===== src/hdl/lcdns_pkg.sv =====
package lcdns_pkg;

    localparam int CFG_INDEX_W = 3;
    localparam int WAIT_W      = 16;
    localparam int STEP_W      = 4;

    localparam logic [2:0] OP_COMMAND = 3'd0;
    localparam logic [2:0] OP_DATA    = 3'd1;
    localparam logic [2:0] OP_CURSOR  = 3'd2;
    localparam logic [2:0] OP_CLEAR   = 3'd3;
    localparam logic [2:0] OP_INIT    = 3'd4;

    localparam logic [CFG_INDEX_W-1:0] REG_POWER_ON_WAIT    = 3'd0;
    localparam logic [CFG_INDEX_W-1:0] REG_FIRST_INIT_WAIT  = 3'd1;
    localparam logic [CFG_INDEX_W-1:0] REG_SECOND_INIT_WAIT = 3'd2;
    localparam logic [CFG_INDEX_W-1:0] REG_CLEAR_WAIT       = 3'd3;
    localparam logic [CFG_INDEX_W-1:0] REG_ENABLE_PULSE_LEN = 3'd4;

    localparam logic [WAIT_W-1:0] RST_POWER_ON_WAIT    = 16'd50000;
    localparam logic [WAIT_W-1:0] RST_FIRST_INIT_WAIT  = 16'd5000;
    localparam logic [WAIT_W-1:0] RST_SECOND_INIT_WAIT = 16'd150;
    localparam logic [WAIT_W-1:0] RST_CLEAR_WAIT       = 16'd2000;

    localparam logic [7:0] CMD_CLEAR      = 8'h01;
    localparam logic [7:0] CMD_DDRAM      = 8'h80;
    localparam logic [6:0] ROW_ONE_OFFSET = 7'h40;

    localparam logic [STEP_W-1:0] STEP_FIRST      = 4'd0;
    localparam logic [STEP_W-1:0] STEP_SECOND     = 4'd1;
    localparam logic [STEP_W-1:0] BYTE_LAST_STEP  = 4'd1;
    localparam logic [STEP_W-1:0] INIT_LAST_STEP  = 4'd11;

    typedef struct packed {
        logic       is_init;
        logic       rs;
        logic       clr;
        logic [7:0] data_byte;
    } desc_t;

    typedef struct packed {
        logic [WAIT_W-1:0] power_on_wait;
        logic [WAIT_W-1:0] first_init_wait;
        logic [WAIT_W-1:0] second_init_wait;
        logic [WAIT_W-1:0] clear_wait;
    } waits_t;

    function automatic logic [3:0] init_nibble(input logic [STEP_W-1:0] step);
        logic [3:0] nib;
        unique case (step)
            4'd0:    nib = 4'h3;
            4'd1:    nib = 4'h3;
            4'd2:    nib = 4'h3;
            4'd3:    nib = 4'h2;
            4'd4:    nib = 4'h2;
            4'd5:    nib = 4'h8;
            4'd6:    nib = 4'h0;
            4'd7:    nib = 4'hC;
            4'd8:    nib = 4'h0;
            4'd9:    nib = 4'h6;
            4'd10:   nib = 4'h0;
            4'd11:   nib = 4'h1;
            default: nib = 4'h0;
        endcase
        return nib;
    endfunction

endpackage


===== src/hdl/lcdns_front.sv =====
module lcdns_front
    import lcdns_pkg::*;
(
    input  logic [2:0] opcode,
    input  logic [7:0] byte_value,
    input  logic       row,
    input  logic [5:0] column,
    output logic       keep,
    output desc_t      desc
);

    logic [6:0] addr;

    assign addr = {1'b0, column} + (row ? ROW_ONE_OFFSET : 7'd0);

    always_comb
    begin
        keep           = 1'b1;
        desc.is_init   = 1'b0;
        desc.rs        = 1'b0;
        desc.clr       = 1'b0;
        desc.data_byte = byte_value;
        unique case (opcode)
            OP_COMMAND:
            begin
            end
            OP_DATA:
            begin
                desc.rs = 1'b1;
            end
            OP_CURSOR:
            begin
                desc.data_byte = CMD_DDRAM | {1'b0, addr};
            end
            OP_CLEAR:
            begin
                desc.clr       = 1'b1;
                desc.data_byte = CMD_CLEAR;
            end
            OP_INIT:
            begin
                desc.is_init = 1'b1;
            end
            default:
            begin
                // drop unused opcodes
                keep = 1'b0;
            end
        endcase
    end

endmodule


===== src/hdl/lcdns_queue.sv =====
module lcdns_queue
    import lcdns_pkg::*;
#(
    parameter int DEPTH = 2
)
(
    input  logic  clk,
    input  logic  rst_n,
    input  logic  push,
    input  desc_t push_data,
    output logic  full,
    input  logic  pop,
    output logic  head_valid,
    output desc_t head
);

    localparam int PTR_W = (DEPTH > 1) ? $clog2(DEPTH) : 1;
    localparam int CNT_W = $clog2(DEPTH + 1);

    desc_t              mem_reg [DEPTH];
    logic [PTR_W-1:0]   wr_ptr_reg, wr_ptr_next;
    logic [PTR_W-1:0]   rd_ptr_reg, rd_ptr_next;
    logic [CNT_W-1:0]   count_reg, count_next;
    logic               do_push, do_pop;

    assign full       = (count_reg == CNT_W'(DEPTH));
    assign head_valid = (count_reg != '0);
    assign head       = mem_reg[rd_ptr_reg];
    assign do_push    = push && !full;
    assign do_pop     = pop && head_valid;

    always_comb
    begin
        wr_ptr_next = wr_ptr_reg;
        rd_ptr_next = rd_ptr_reg;
        count_next  = count_reg;
        if (do_push)
        begin
            wr_ptr_next = (wr_ptr_reg == PTR_W'(DEPTH - 1)) ? '0 : wr_ptr_reg + 1'b1;
        end
        if (do_pop)
        begin
            rd_ptr_next = (rd_ptr_reg == PTR_W'(DEPTH - 1)) ? '0 : rd_ptr_reg + 1'b1;
        end
        if (do_push && !do_pop)
        begin
            count_next = count_reg + 1'b1;
        end
        else if (do_pop && !do_push)
        begin
            count_next = count_reg - 1'b1;
        end
    end

    always_ff @(posedge clk or negedge rst_n)
    begin
        if (!rst_n)
        begin
            wr_ptr_reg <= '0;
            rd_ptr_reg <= '0;
            count_reg  <= '0;
        end
        else
        begin
            wr_ptr_reg <= wr_ptr_next;
            rd_ptr_reg <= rd_ptr_next;
            count_reg  <= count_next;
        end
    end

    always_ff @(posedge clk)
    begin
        if (do_push)
        begin
            mem_reg[wr_ptr_reg] <= push_data;
        end
    end

endmodule


===== src/hdl/lcdns_back.sv =====
module lcdns_back
    import lcdns_pkg::*;
(
    input  logic              clk,
    input  logic              rst_n,
    input  waits_t            waits,
    input  logic              head_valid,
    input  desc_t             head,
    output logic              pop,
    output logic              out_valid,
    input  logic              out_ready,
    output logic              reg_select,
    output logic              read_write,
    output logic [3:0]        nibble,
    output logic [WAIT_W-1:0] wait_before,
    output logic [WAIT_W-1:0] wait_after,
    output logic              last
);

    logic [STEP_W-1:0] step_reg, step_next;
    logic              out_valid_reg, out_valid_next;
    logic              rs_reg;
    logic [3:0]        nibble_reg;
    logic [WAIT_W-1:0] wb_reg, wa_reg;
    logic              last_reg;

    logic              advance, last_step;
    logic [3:0]        nib_cur;
    logic [WAIT_W-1:0] wb_cur, wa_cur;

    assign advance   = head_valid && (!out_valid_reg || out_ready);
    assign last_step = head.is_init ? (step_reg == INIT_LAST_STEP)
                                    : (step_reg == BYTE_LAST_STEP);
    assign pop       = advance && last_step;

    always_comb
    begin
        wb_cur = '0;
        wa_cur = '0;
        if (head.is_init)
        begin
            nib_cur = init_nibble(step_reg);
            if (step_reg == STEP_FIRST)
            begin
                wb_cur = waits.power_on_wait;
                wa_cur = waits.first_init_wait;
            end
            else if (step_reg == STEP_SECOND)
            begin
                wa_cur = waits.second_init_wait;
            end
            else if (step_reg == INIT_LAST_STEP)
            begin
                wa_cur = waits.clear_wait;
            end
        end
        else
        begin
            nib_cur = step_reg[0] ? head.data_byte[3:0] : head.data_byte[7:4];
            if (step_reg == BYTE_LAST_STEP && head.clr)
            begin
                wa_cur = waits.clear_wait;
            end
        end
    end

    always_comb
    begin
        step_next      = step_reg;
        out_valid_next = out_valid_reg;
        if (advance)
        begin
            out_valid_next = 1'b1;
            step_next      = last_step ? STEP_FIRST : step_reg + 1'b1;
        end
        else if (out_ready)
        begin
            out_valid_next = 1'b0;
        end
    end

    always_ff @(posedge clk or negedge rst_n)
    begin
        if (!rst_n)
        begin
            step_reg      <= STEP_FIRST;
            out_valid_reg <= 1'b0;
        end
        else
        begin
            step_reg      <= step_next;
            out_valid_reg <= out_valid_next;
        end
    end

    always_ff @(posedge clk)
    begin
        if (advance)
        begin
            rs_reg     <= head.rs;
            nibble_reg <= nib_cur;
            wb_reg     <= wb_cur;
            wa_reg     <= wa_cur;
            last_reg   <= last_step;
        end
    end

    assign out_valid   = out_valid_reg;
    assign reg_select  = rs_reg;
    assign read_write  = 1'b0;
    assign nibble      = nibble_reg;
    assign wait_before = wb_reg;
    assign wait_after  = wa_reg;
    assign last        = last_reg;

endmodule


===== src/hdl/char_lcd_nibble_sequencer_unit.sv =====
// Expands display requests (command byte, data byte, cursor move, clear, init) into
// 4-bit bus transfers, high nibble first, one transfer per clock while out_ready
// stays high. A command, data, cursor or clear request gives 2 transfers; init
// gives 12 transfers; the back-end step counter, which walks each request one
// nibble per cycle while out_ready is high, sets this. Requests with an unused
// opcode are accepted and give no transfer. The front end takes a new request
// every cycle while the QUEUE_DEPTH-entry request queue has room, so requests
// may arrive back to back while earlier ones are still being sent.
// An accepted request is registered in the queue, then in the back-end outputs.
module char_lcd_nibble_sequencer_unit
    import lcdns_pkg::*;
#(
    parameter int QUEUE_DEPTH = 2
)
(
    input  logic                   clk,
    input  logic                   rst_n,
    input  logic                   cfg_we,
    input  logic [CFG_INDEX_W-1:0] cfg_index,
    input  logic [WAIT_W-1:0]      cfg_data,
    input  logic                   in_valid,
    output logic                   in_ready,
    input  logic [2:0]             opcode,
    input  logic [7:0]             byte_value,
    input  logic                   row,
    input  logic [5:0]             column,
    output logic                   out_valid,
    input  logic                   out_ready,
    output logic                   reg_select,
    output logic                   read_write,
    output logic [3:0]             nibble,
    output logic [WAIT_W-1:0]      wait_before,
    output logic [WAIT_W-1:0]      wait_after,
    output logic                   last
);

    waits_t waits_reg, waits_next;
    desc_t  front_desc, head;
    logic   keep, full, push, pop, head_valid;

    always_comb
    begin
        waits_next = waits_reg;
        if (cfg_we)
        begin
            unique case (cfg_index)
                REG_POWER_ON_WAIT:    waits_next.power_on_wait    = cfg_data;
                REG_FIRST_INIT_WAIT:  waits_next.first_init_wait  = cfg_data;
                REG_SECOND_INIT_WAIT: waits_next.second_init_wait = cfg_data;
                REG_CLEAR_WAIT:       waits_next.clear_wait       = cfg_data;
                REG_ENABLE_PULSE_LEN:
                begin
                end
                default:
                begin
                end
            endcase
        end
    end

    always_ff @(posedge clk or negedge rst_n)
    begin
        if (!rst_n)
        begin
            waits_reg.power_on_wait    <= RST_POWER_ON_WAIT;
            waits_reg.first_init_wait  <= RST_FIRST_INIT_WAIT;
            waits_reg.second_init_wait <= RST_SECOND_INIT_WAIT;
            waits_reg.clear_wait       <= RST_CLEAR_WAIT;
        end
        else
        begin
            waits_reg <= waits_next;
        end
    end

    assign in_ready = !full;
    assign push     = in_valid && in_ready && keep;

    lcdns_front u_front (
        .opcode     (opcode),
        .byte_value (byte_value),
        .row        (row),
        .column     (column),
        .keep       (keep),
        .desc       (front_desc)
    );

    lcdns_queue #(
        .DEPTH (QUEUE_DEPTH)
    ) u_queue (
        .clk        (clk),
        .rst_n      (rst_n),
        .push       (push),
        .push_data  (front_desc),
        .full       (full),
        .pop        (pop),
        .head_valid (head_valid),
        .head       (head)
    );

    lcdns_back u_back (
        .clk         (clk),
        .rst_n       (rst_n),
        .waits       (waits_reg),
        .head_valid  (head_valid),
        .head        (head),
        .pop         (pop),
        .out_valid   (out_valid),
        .out_ready   (out_ready),
        .reg_select  (reg_select),
        .read_write  (read_write),
        .nibble      (nibble),
        .wait_before (wait_before),
        .wait_after  (wait_after),
        .last        (last)
    );

endmodule


===== config.mk =====
export PLATFORM = sky130hd
export DESIGN_NAME = char_lcd_nibble_sequencer_unit
export DESIGN_NICKNAME = d
export VERILOG_FILES = /design/src/hdl/lcdns_pkg.sv /design/src/hdl/lcdns_front.sv /design/src/hdl/lcdns_queue.sv /design/src/hdl/lcdns_back.sv /design/src/hdl/char_lcd_nibble_sequencer_unit.sv
export SDC_FILE = /design/constraint.sdc
export NUM_CORES = 1
export LEC_CHECK = 0
export ABC_AREA = 1
export BUFFER_PORTS_ARGS = -buffer_cell sky130_fd_sc_hd__buf_2
export CELL_PAD_IN_SITES_DETAIL_PLACEMENT = 0
export CELL_PAD_IN_SITES_GLOBAL_PLACEMENT = 2
export CORE_MARGIN = 2
export CORE_UTILIZATION = 38
export CTS_CLUSTER_SIZE = 24
export DETAILED_ROUTE_END_ITERATION = 8
export PLACE_DENSITY = 0.94
export SYNTH_ARGS = -nofsm -noshare
export SYNTH_HDL_FRONTEND = slang
export SYNTH_HIERARCHICAL = 1
export SYNTH_SLANG_ARGS = --single-unit

===== constraint.sdc =====
create_clock -name clk -period 8.89 [get_ports clk]
set_input_delay 0.889 -clock clk [delete_from_list [all_inputs] [get_ports clk]]
set_output_delay 0.889 -clock clk [all_outputs]
set_load 0.005 [all_outputs]

* After elaboration in Yosys (flattened, before gate mapping)
Memories as Yosys holds them, arrays and structs flattened.
Index checks and enable logic that the tools add are counted.
** Operators by class
- Add/subtract/negate cells :: 6
- Reduce and logical (&&, ||, !) cells :: 26
- Eq/ne operators :: 10
- $mul :: 0
- Divide/modulo/power cells :: 0
- Bitwise operators :: 0
- Muxes and demuxes :: 23
- Magnitude comparators :: 0
- Shifts and indexed selects :: 0
** Operators with widths (count)
- two-way mux 16 bit :: 5
- one-hot mux 8 bit (2 select lines) :: 1
- equality test 3 x 2 -> 1 bit (second input constant) :: 4
- two-way mux 4 bit :: 3
- two-way mux 1 bit :: 11
- AND reduction 2 bit :: 5
- logical AND 1 bit :: 9
- adder 6 x 7 -> 7 bit :: 1
- two-way mux 7 bit :: 1
- equality test 3 x 1 -> 1 bit (second input constant) :: 2
- logical NOT 3 bit :: 2
- nonzero test 2 bit :: 3
- OR reduction 5 bit :: 1
- adder 4 x 1 -> 4 bit (second input constant) :: 1
- equality test 4 x 1 -> 1 bit (second input constant) :: 1
- equality test 4 bit (second input constant) :: 1
- logical NOT 1 bit :: 4
- logical NOT 4 bit :: 1
- two-way mux 2 bit :: 2
- equality test 3 bit (second input constant) :: 1
- adder 1 bit (second input constant) :: 2
- adder 2 x 1 -> 2 bit (second input constant) :: 1
- equality test 2 bit (second input constant) :: 1
- subtractor 2 x 1 -> 2 bit (second input constant) :: 1
- logical OR 1 bit :: 1
** Word-level totals
- Output and inout bits :: 41
- Latch bits :: 0
- Memories kept :: 2
- RAM bits :: 22
- Input bits :: 42
- Memory bits (read-only) :: 64
- Flip-flop bits (word level) :: 111
- Logic and storage cells :: 81
** Memories
- (name not given) :: depth 16, width 4, rd ports 1, clocked after Yosys merged registers in 0, write ports 0, line lcdns_pkg.sv:49 : unique case (step)
- u_queue.mem_reg :: depth 2, width 11, rd ports 1, clocked after Yosys merged registers in 0, write ports 1, line lcdns_queue.sv:20 : desc_t mem_reg [DEPTH];

* Logic depth before layout (Yosys ltp)
Gate-level depths: netlist of the first run.
- Depth after elaboration :: 9
- Mapped depth :: 15
- Gate-level depth less buffers :: 14

* Cells and area by module
Netlist of the first run, hierarchy kept.
** Modules (own cells, without submodules)
- char_lcd_nibble_sequencer_unit :: area an instance 2682.6 um^2, seq. area each 1627.8 um^2, cells each 288, instances 1
- lcdns_back :: area an instance 2571.2 um^2, seq. area each 1266.2 um^2, cells each 336, instances 1
- lcdns_queue :: area an instance 1037.2 um^2, seq. area each 760.7 um^2, cells each 89, instances 1
- lcdns_front :: area an instance 145.1 um^2, seq. area each 0.0 um^2, cells each 33, instances 1

* Least setup slack after synthesis of the first run
Ideal clock, no wire load.
- Path type :: input port to flip-flop
- Start :: in out_ready
- End :: reg u_back.step_reg[3]
- Data arrival time :: 3.274 ns
- Data required time :: 8.765 ns
- Path slack :: 5.491 ns
- Path buffers :: 0
- Cell stages on the path :: 5
- Library setup time :: 0.125 ns
- Cells stage by stage :: inv_1 a21oi_1 nand3_1 nand2_1 nor2_1
** On the way
- Cells in the longest elaborated chain, start to end :: 2
** RTL lines
- from (decl) :: line char_lcd_nibble_sequencer_unit.sv:28 : input logic out_ready,
- logical OR 1 bit :: line lcdns_back.sv:31 : assign advance = head_valid && (!out_valid_reg || out_ready);
- logical AND 1 bit :: line lcdns_back.sv:31
- named net u_back.advance :: line lcdns_back.sv:27 : logic advance, last_step;
- to (signal assigned) :: line lcdns_back.sv:91 : step_reg <= step_next;
- to (decl) :: line lcdns_back.sv:20 : logic [STEP_W-1:0] step_reg, step_next;
The timed path passes the listed nets, and every way through them passes these cells.
A chain may end at the register's enable or synchronous reset.

* Worst setup path in the final report of the first run
- Start :: reg u_back.step_reg[0]
- End :: reg u_queue.count_reg[1]
** On the way
- Cells in the longest elaborated chain, start to end :: 7
- Elaborated cells between the ends (all ways) :: 10
- Those cells by class :: 2 x eq/ne; 2 x mux; 6 x reduce/logical
** RTL lines
- equality test 4 x 1 -> 1 bit or equality test 4 bit (tied branches) :: line lcdns_back.sv:33, lcdns_back.sv:32
- two-way mux 1 bit * :: line lcdns_back.sv:32 : assign last_step = head.is_init ? (step_reg == INIT_LAST_STEP)
- logical AND 1 bit * :: line lcdns_back.sv:34 : assign pop = advance && last_step;
- named net pop :: line char_lcd_nibble_sequencer_unit.sv:39 : logic keep, full, push, pop, head_valid;
- logical AND 1 bit * :: line lcdns_queue.sv:30 : assign do_pop = pop && head_valid;
- logical NOT 1 bit :: line lcdns_queue.sv:45 : if (do_push && !do_pop)
- logical AND 1 bit :: line lcdns_queue.sv:45
- two-way mux 2 bit or nonzero test 2 bit (tied branches)
- to (signal assigned) :: line lcdns_queue.sv:67 : count_reg <= count_next;
- to (decl) :: line lcdns_queue.sv:23 : logic [CNT_W-1:0] count_reg, count_next;
Mark *: on every way through the listed nets, which the timed path passes. The rest lies on a longest branch.

==> impl_results.md, run 1 <==
* Outcome: finished clean
* Top cells by area, synth: edfxtp_1 (28%), dfrtp_1 (20%), nand2_1 (17%)
* Mapped Cells at 746
* Post-synthesis cell type count at 30
* Worst hold path depth at 2
* Residual DRC at 0
* First-pass GRT wire length at roughly 26 mm
* Static leakage at 3.73 nW
* M1 wire length at 7.52 mm
* Synth-to-layout area growth at 17.8%
* Fraction of registers with async set/reset at 54.9%
* Main flop type after synthesis: edfxtp_1
* Slowest CP cell: ha_1
* Mean Syn Cell Area at 8.63 um^2
* Post-CTS sizing at 0
* Layout cells sized above 1 at about a fifth
* Adder-Cell Fraction of Synth Area at 1.36%
* Port bufs at 81
* Number of global-route vias before repair at 5004
* Clk sinks at 133
* # IOs at 83
* Initial DRT Pass Iterations at 5
* Synth Register Bits at approximately 130
* Path depth of the worst reg2reg path at 11
* CTS tree: yes
* Worst VDD drop at around 0.00014 V
* Dominant cell type by area after synthesis: edfxtp_1
* Crit path cell chain: ha_1, nand3_1, nand2_1, nand2_1, nor2_1, nand2_2, ha_1, inv_1, nand3_1, nand2_1, nand2_1
* Fin crit period at 2.65 ns
* Worst path bufs/invs at 1
* Post-synth EDFFs at 60
* Total of max-cap violations at 0
* Unrepaired setup endpoints after global routing: no
* Nets at between 800 and 900
* Slew Limit Fails at 0
* Largest family of logic cells by synthesized area: simple AND/OR/NAND/NOR gates
* Pin slew with the least headroom to its limit at 0.987 ns
* Via count at 5004
* Cts bufs inserted at 17
* Total Routing Usage GR at 18.7%
* CTS Buffer Depth at 2
* Dpl hpwl at 9.95 mm
* Yosys Warn Count at 6
* Fin Setup TNS at 0 ns
* CP top delay family: adder cells
* Root Buffer: clkbuf_16
* Critical Path End Type: flip-flop
* Fmax at about 380 MHz
* Worst setup path class: reg -> reg
* Placed inst area at 0.00694 mm^2
* Syn nets at 795
* Max-slew headroom at around 34%
* N_diodes at 0
* Maximum number of pins on one net before global-route repair at 74
* Vias/cell at around 4.8
* Initial core utilization at 38.8%
* Most numerous cell in the Yosys netlist: nand2_1
* Top Layer Used: met4
* DRT antenna net count at 0
* WL/cell at 15.2 um
* Met3 WL at 630 um
* Worst hold path type: reg -> reg
* H-tree lvl count at 4
* Startpoint type of the worst setup path: flip-flop
* Initial DRC Count at 332
* Final instance area at 0.00758 mm^2
* Levels on crit path at 11
* Clock slew at reported path FFs at roughly 0.060 ns
* Compound-Gate Fraction of Synth Area at 1.38%
* Commonest cells in the synthesized netlist: nand2_1 (283), nand3_1 (75), nor2_1 (75), inv_1 (69), edfxtp_1 (60)
* Met2 Routed Length at 7.59 mm
* GRT overflow at 0
* Setup violators final at 0
* Clk Latency, worst-skew pair at 0.42 ns
* Post-CTS Hold Buffers at 0
* Die extent in x at 134 um
* Worst EP required at 9.20 ns
* RePlAce Congestion at approximately 0.75
* Drt total wl at 16.0 mm
* Arr. time, crit path at 2.96 ns
* Top-area cell type share of the netlist area at 28.0%
* Simple-gate share of the synthesized area at between 30% and 40%
* Mapped Area at 0.00644 mm^2
* Synth Area in XOR/XNOR at 0.136%
* Final Skew at 0.00934 ns
* Final Hold Viols at 0
* CP max FO at 19
* Mux cell area share after synthesis at 0%
* Top cell by count, worst path: nand2_1
* Worst path max stage delay at 0.76 ns
* Fin crit share at 29.8%
* Core Util, Final at 45.7%
* Sequential area share after synthesis at 56.8%
* Die footprint at 0.0180 mm^2
* Initial antenna violation count at 0
* Largest register FFs at 64
* Pwr dens at approximately 310 mW/mm^2
* Post-CTS Setup Inserts at 0
* Core area at 0.0166 mm^2
* FP Rows at 47
* Die Height at 134 um
-- final cells by class --
cell class | count | area [um^2]
clock buffers | 17 | 425
fillers | 1689 | 9000
multi-input cells | 503 | 2300
clock inverters | 15 | 215
well taps | 220 | 275
inverters | 78 | 293
flip-flops and latches | 133 | 3650
repair buffers | 83 | 420
-- per-layer routing --
layer	vias up	global-route usage [%]
met5	-	0
met4	0	5.73
met3	13	3.51
met2	109	29.7
met1	2380	26.0
li1	2502	-
-- path summary, 6_finish.rpt --
kind                                        end  slack, ns          startpoint
max                        u_queue/count_reg[1]       6.24  u_back/step_reg[0]
min reg2reg                       waits_reg[35]       0.46       waits_reg[35]
min in group asynchronous         waits_reg[48]       0.70               rst_n
max reg2reg                u_queue/count_reg[1]       6.24  u_back/step_reg[0]
max in group asynchronous         waits_reg[42]       7.53               rst_n
min                               waits_reg[35]       0.46       waits_reg[35]
-- metrics by stage --
stage	std cells	setup WS, ns	power (mW)	hold slack [ns]
after global placement	1017	6.33	1.63	0.453
after detailed placement	1017	6.27	1.63	0.453
after global routing	1049	6.07	2.53	0.477
final	1049	6.24	2.38	0.461
after floorplan	746	5.49	1.38	0.442
after CTS	1049	6.27	2.41	0.463
-- layout by cell type, fill, tap and decap left out --
cell,Yosys,routed
nand2_1,283,283
buf_2,15,81
nor2_1,75,75
nand3_1,75,75
inv_1,69,69
edfxtp_1,60,60
dfrtp_1,52,52
dfstp_2,21,21
nand4_1,18,18
clkbuf_16,0,17
inv_2,8,8
nand3_2,8,8
o21ai_0,8,8
ha_1,7,7
nand2_2,6,6
nor2_4,6,6
inv_6,0,5
clkinv_4,0,4
bufinv_16,0,4
nand2_4,3,3
nor3_1,3,3
nor2_2,2,2
buf_4,6,2
o211ai_1,2,2
a21oi_4,1,2
nor2_8,1,1
clkinv_2,0,1
inv_8,0,1
a21oi_1,2,1
o21bai_1,1,1
conb_1,1,1
clkinv_1,1,1
xnor2_1,1,1
-- worst register-to-register path: cells and delay by family, from the launching register on --
family        cells  cell delay [ns]
fa+ha+maj         2             1.07
simple gates      8             0.87
flops             1             0.53
buf+inv           1             0.08
-- cells by family after synthesis --
kind of cell             after synthesis
other                                  1
adder cells (fa/ha/maj)                7
flip-flops                           133
AND/OR/NAND/NOR                      480
AO/OA/AOI/OAI                         14
XOR/XNOR                               1
buffers and inverters                110
-- where the power goes --
group	total (mW)	internal (mW)	switching, mW
sequential	0.964	0.871	0.0927
clock	0.766	0.477	0.289
combinational	0.654	0.205	0.450
Note: power is estimated with default switching activity, not from simulation.
==> inputs of run 2 (changes only) <==
--- a/config.mk
+++ b/config.mk
@@ -10,10 +10,10 @@
 export CELL_PAD_IN_SITES_DETAIL_PLACEMENT = 0
 export CELL_PAD_IN_SITES_GLOBAL_PLACEMENT = 2
 export CORE_MARGIN = 2
-export CORE_UTILIZATION = 38
+export CORE_UTILIZATION = 32
 export CTS_CLUSTER_SIZE = 24
 export DETAILED_ROUTE_END_ITERATION = 8
-export PLACE_DENSITY = 0.94
+export PLACE_DENSITY = 0.86
 export SYNTH_ARGS = -nofsm -noshare
 export SYNTH_HDL_FRONTEND = slang
 export SYNTH_HIERARCHICAL = 1
==> constraint.sdc (replaced) <==
create_clock -name clk -period 2.1 [get_ports clk]
set_input_delay 0.21 -clock clk [delete_from_list [all_inputs] [get_ports clk]]
set_output_delay 0.21 -clock clk [all_outputs]
set_load 0.005 [all_outputs]
==> run 2 against run 1 <==
Power increased to 4.2 times the previous value; sequential share of layout area decreased by 1.1 points; clock power increased to 3.7 times the previous value; first-iteration DRC count increased by 17%; largest power group unchanged; critical path depth decreased by 6; count of clock-buffer cells in the layout increased by 1; worst hold slack got worse by 0.44 ns.
==> impl_results.md, run 2 (synthesis gave the netlist of run 1 again) <==
* Fmax at 524 MHz
* Slew Limit Fails at 0
* Path depth of the worst reg2reg path at 5
* Layout cells sized above 1 at 22.9%
* FP Rows at 51
* Residual DRC at 0
* Worst hold path depth at 3
* Largest register FFs at 64
* Port bufs at 81
* Clk Latency, worst-skew pair at 0.43 ns
* Synth-to-layout area growth at 20.6%
* Setup violators final at 0
* Fin Setup TNS at 0 ns
* Total of max-cap violations at 0
* GRT overflow at 0
* # IOs at 83
* RePlAce Congestion at roughly 0.7
* FF/Latch Area at 0.00365 mm^2
* Post-CTS Setup Inserts at 0
* Dpl hpwl at approximately 11 mm
* Via count at 5059
* Fill cell total of the finished layout at 2054
* Nets at 888
* Die extent in x at 146 um
* Placed inst area at 0.00719 mm^2
* Final instance area at 0.00776 mm^2
* Vias/cell at roughly 4.5
* Most frequent cells in the layout: nand2_1 (283), buf_2 (81), nand3_1 (75), nor2_1 (74), inv_1 (69)
* Critical Path End Type: flip-flop
* Met2 global-route usage at 26.9%
* Initial DRC Count at 388
* Multi-input gate area at 0.00230 mm^2
* N_diodes at 0
* Dpl cells at about 1.1k
* Clock slew at reported path FFs at approximately 0.060 ns
* Die Height at 146 um
* Outcome: finished clean
* Most common cell after layout, fill and taps aside: nand2_1
* Gr busiest metal: met2
* Met1 Track Usage GR at 22.2%
* Core area at 0.0196 mm^2
* Number of global-route vias before repair at 4992
* Root Buffer: clkbuf_16
* Fin crit period at 1.91 ns
* Maximum number of pins on one net before global-route repair at 74
* Clk sinks at 133
* Cts bufs inserted at 17
* CTS Buffer Depth at 2
* Final Hold Viols at 0
* First-pass GRT wire length at 27.1 mm
* Worst VDD drop at 0.000572 V
* Final Skew at 0.00867 ns
* Fin crit share at 90.9%
* CP max FO at 19
* Met3 usage at 3.51%
* Initial antenna violation count at 0
* Total Routing Usage GR at approximately 17%
* Pwr dens at roughly 1300 mW/mm^2
* DRT antenna net count at 0
* Unrepaired setup endpoints after global routing: no
* Arr. time, crit path at 2.19 ns
* Initial DRT Pass Iterations at 4
* Worst setup path class: reg -> reg
* CTS tree: yes
* Initial core utilization at 32.9%
* Static leakage at 3.79 nW
* Startpoint type of the worst setup path: flip-flop
* WL/cell at 15.0 um
* Die footprint at 0.0213 mm^2
* Worst EP required at 2.38 ns
* H-tree lvl count at 4
* Worst hold path type: in -> reg
* Pin slew with the least headroom to its limit at 0.582 ns
* Drt total wl at 16.8 mm
* Max-slew headroom at 61.2%
* Final cell count without fillers at 1117
run 2: area by class of cell:
class                      instances  area share, %
clock buffer                      18           5.53
clock inverter                    14           1.66
inverter                          78           3.77
multi-input combinational        503           29.7
sequential                       133           47.1
tap                              265           4.27
timing repair buffer             106           8.00
run 2: timing repair:
item                       in CTS  in global routing
resized for setup               0                  2
hold endpoints to repair       52                  0
setup endpoints to repair       0                  1
hold buffers                    1                  0
run 2: final timing paths:
| path | start | endpoint | slack (ns) |
|---|---|---|---|
| hold / removal | cfg_data[4] | waits_reg[4] | 0.02 |
| min in group asynchronous | rst_n | waits_reg[42] | 0.34 |
| hold reg to reg | waits_reg[35] | waits_reg[35] | 0.46 |
| setup reg to reg | u_back/step_reg[0] | u_back/wait_before[7] | 0.19 |
| max in group asynchronous | rst_n | waits_reg[35] | 1.39 |
| setup / recovery | u_back/step_reg[0] | u_back/wait_before[7] | 0.19 |
run 2: per-layer routing:
| layer | share of wire (%) | routed length [um] | vias up |
|---|---|---|---|
| li1 | - | - | 2539 |
| met1 | 48 | 8040 | 2423 |
| met2 | 48 | 8000 | 79 |
| met3 | 3.0 | 503 | 18 |
| met4 | 1.3 | 219 | 0 |
| met5 | 0 | 0 | - |
run 2: where the power goes:
part	switching, mW	leakage (nW)	internal (mW)
sequential	0.343	1.45	3.69
combinational	2.04	2.08	1.07
clock	1.18	0.255	1.63
run 2: stage by stage:
| stage | setup WS, ns | total power [mW] | hold slack, ns | utilization (%) |
|---|---|---|---|---|
| after CTS | 0.100 | 10.1 | 0.00634 | 39.6 |
| after floorplan | 0.156 | 5.85 | -0.0856 | - |
| after global routing | 0.0297 | 10.6 | 0.0198 | 39.6 |
| after detailed placement | 0.109 | 7.23 | 0.275 | 36.7 |
| after global placement | 0.199 | 7.19 | 0.282 | 36.7 |
| final | 0.191 | 9.96 | 0.0236 | 39.6 |
run 2: critical path, cell delays in order (launching register included):
cell	delay [ns]
dfrtp_1	0.44
inv_1	0.10
ha_1	0.26
nand3_2	0.49
buf_4	0.36
nor2_1	0.11
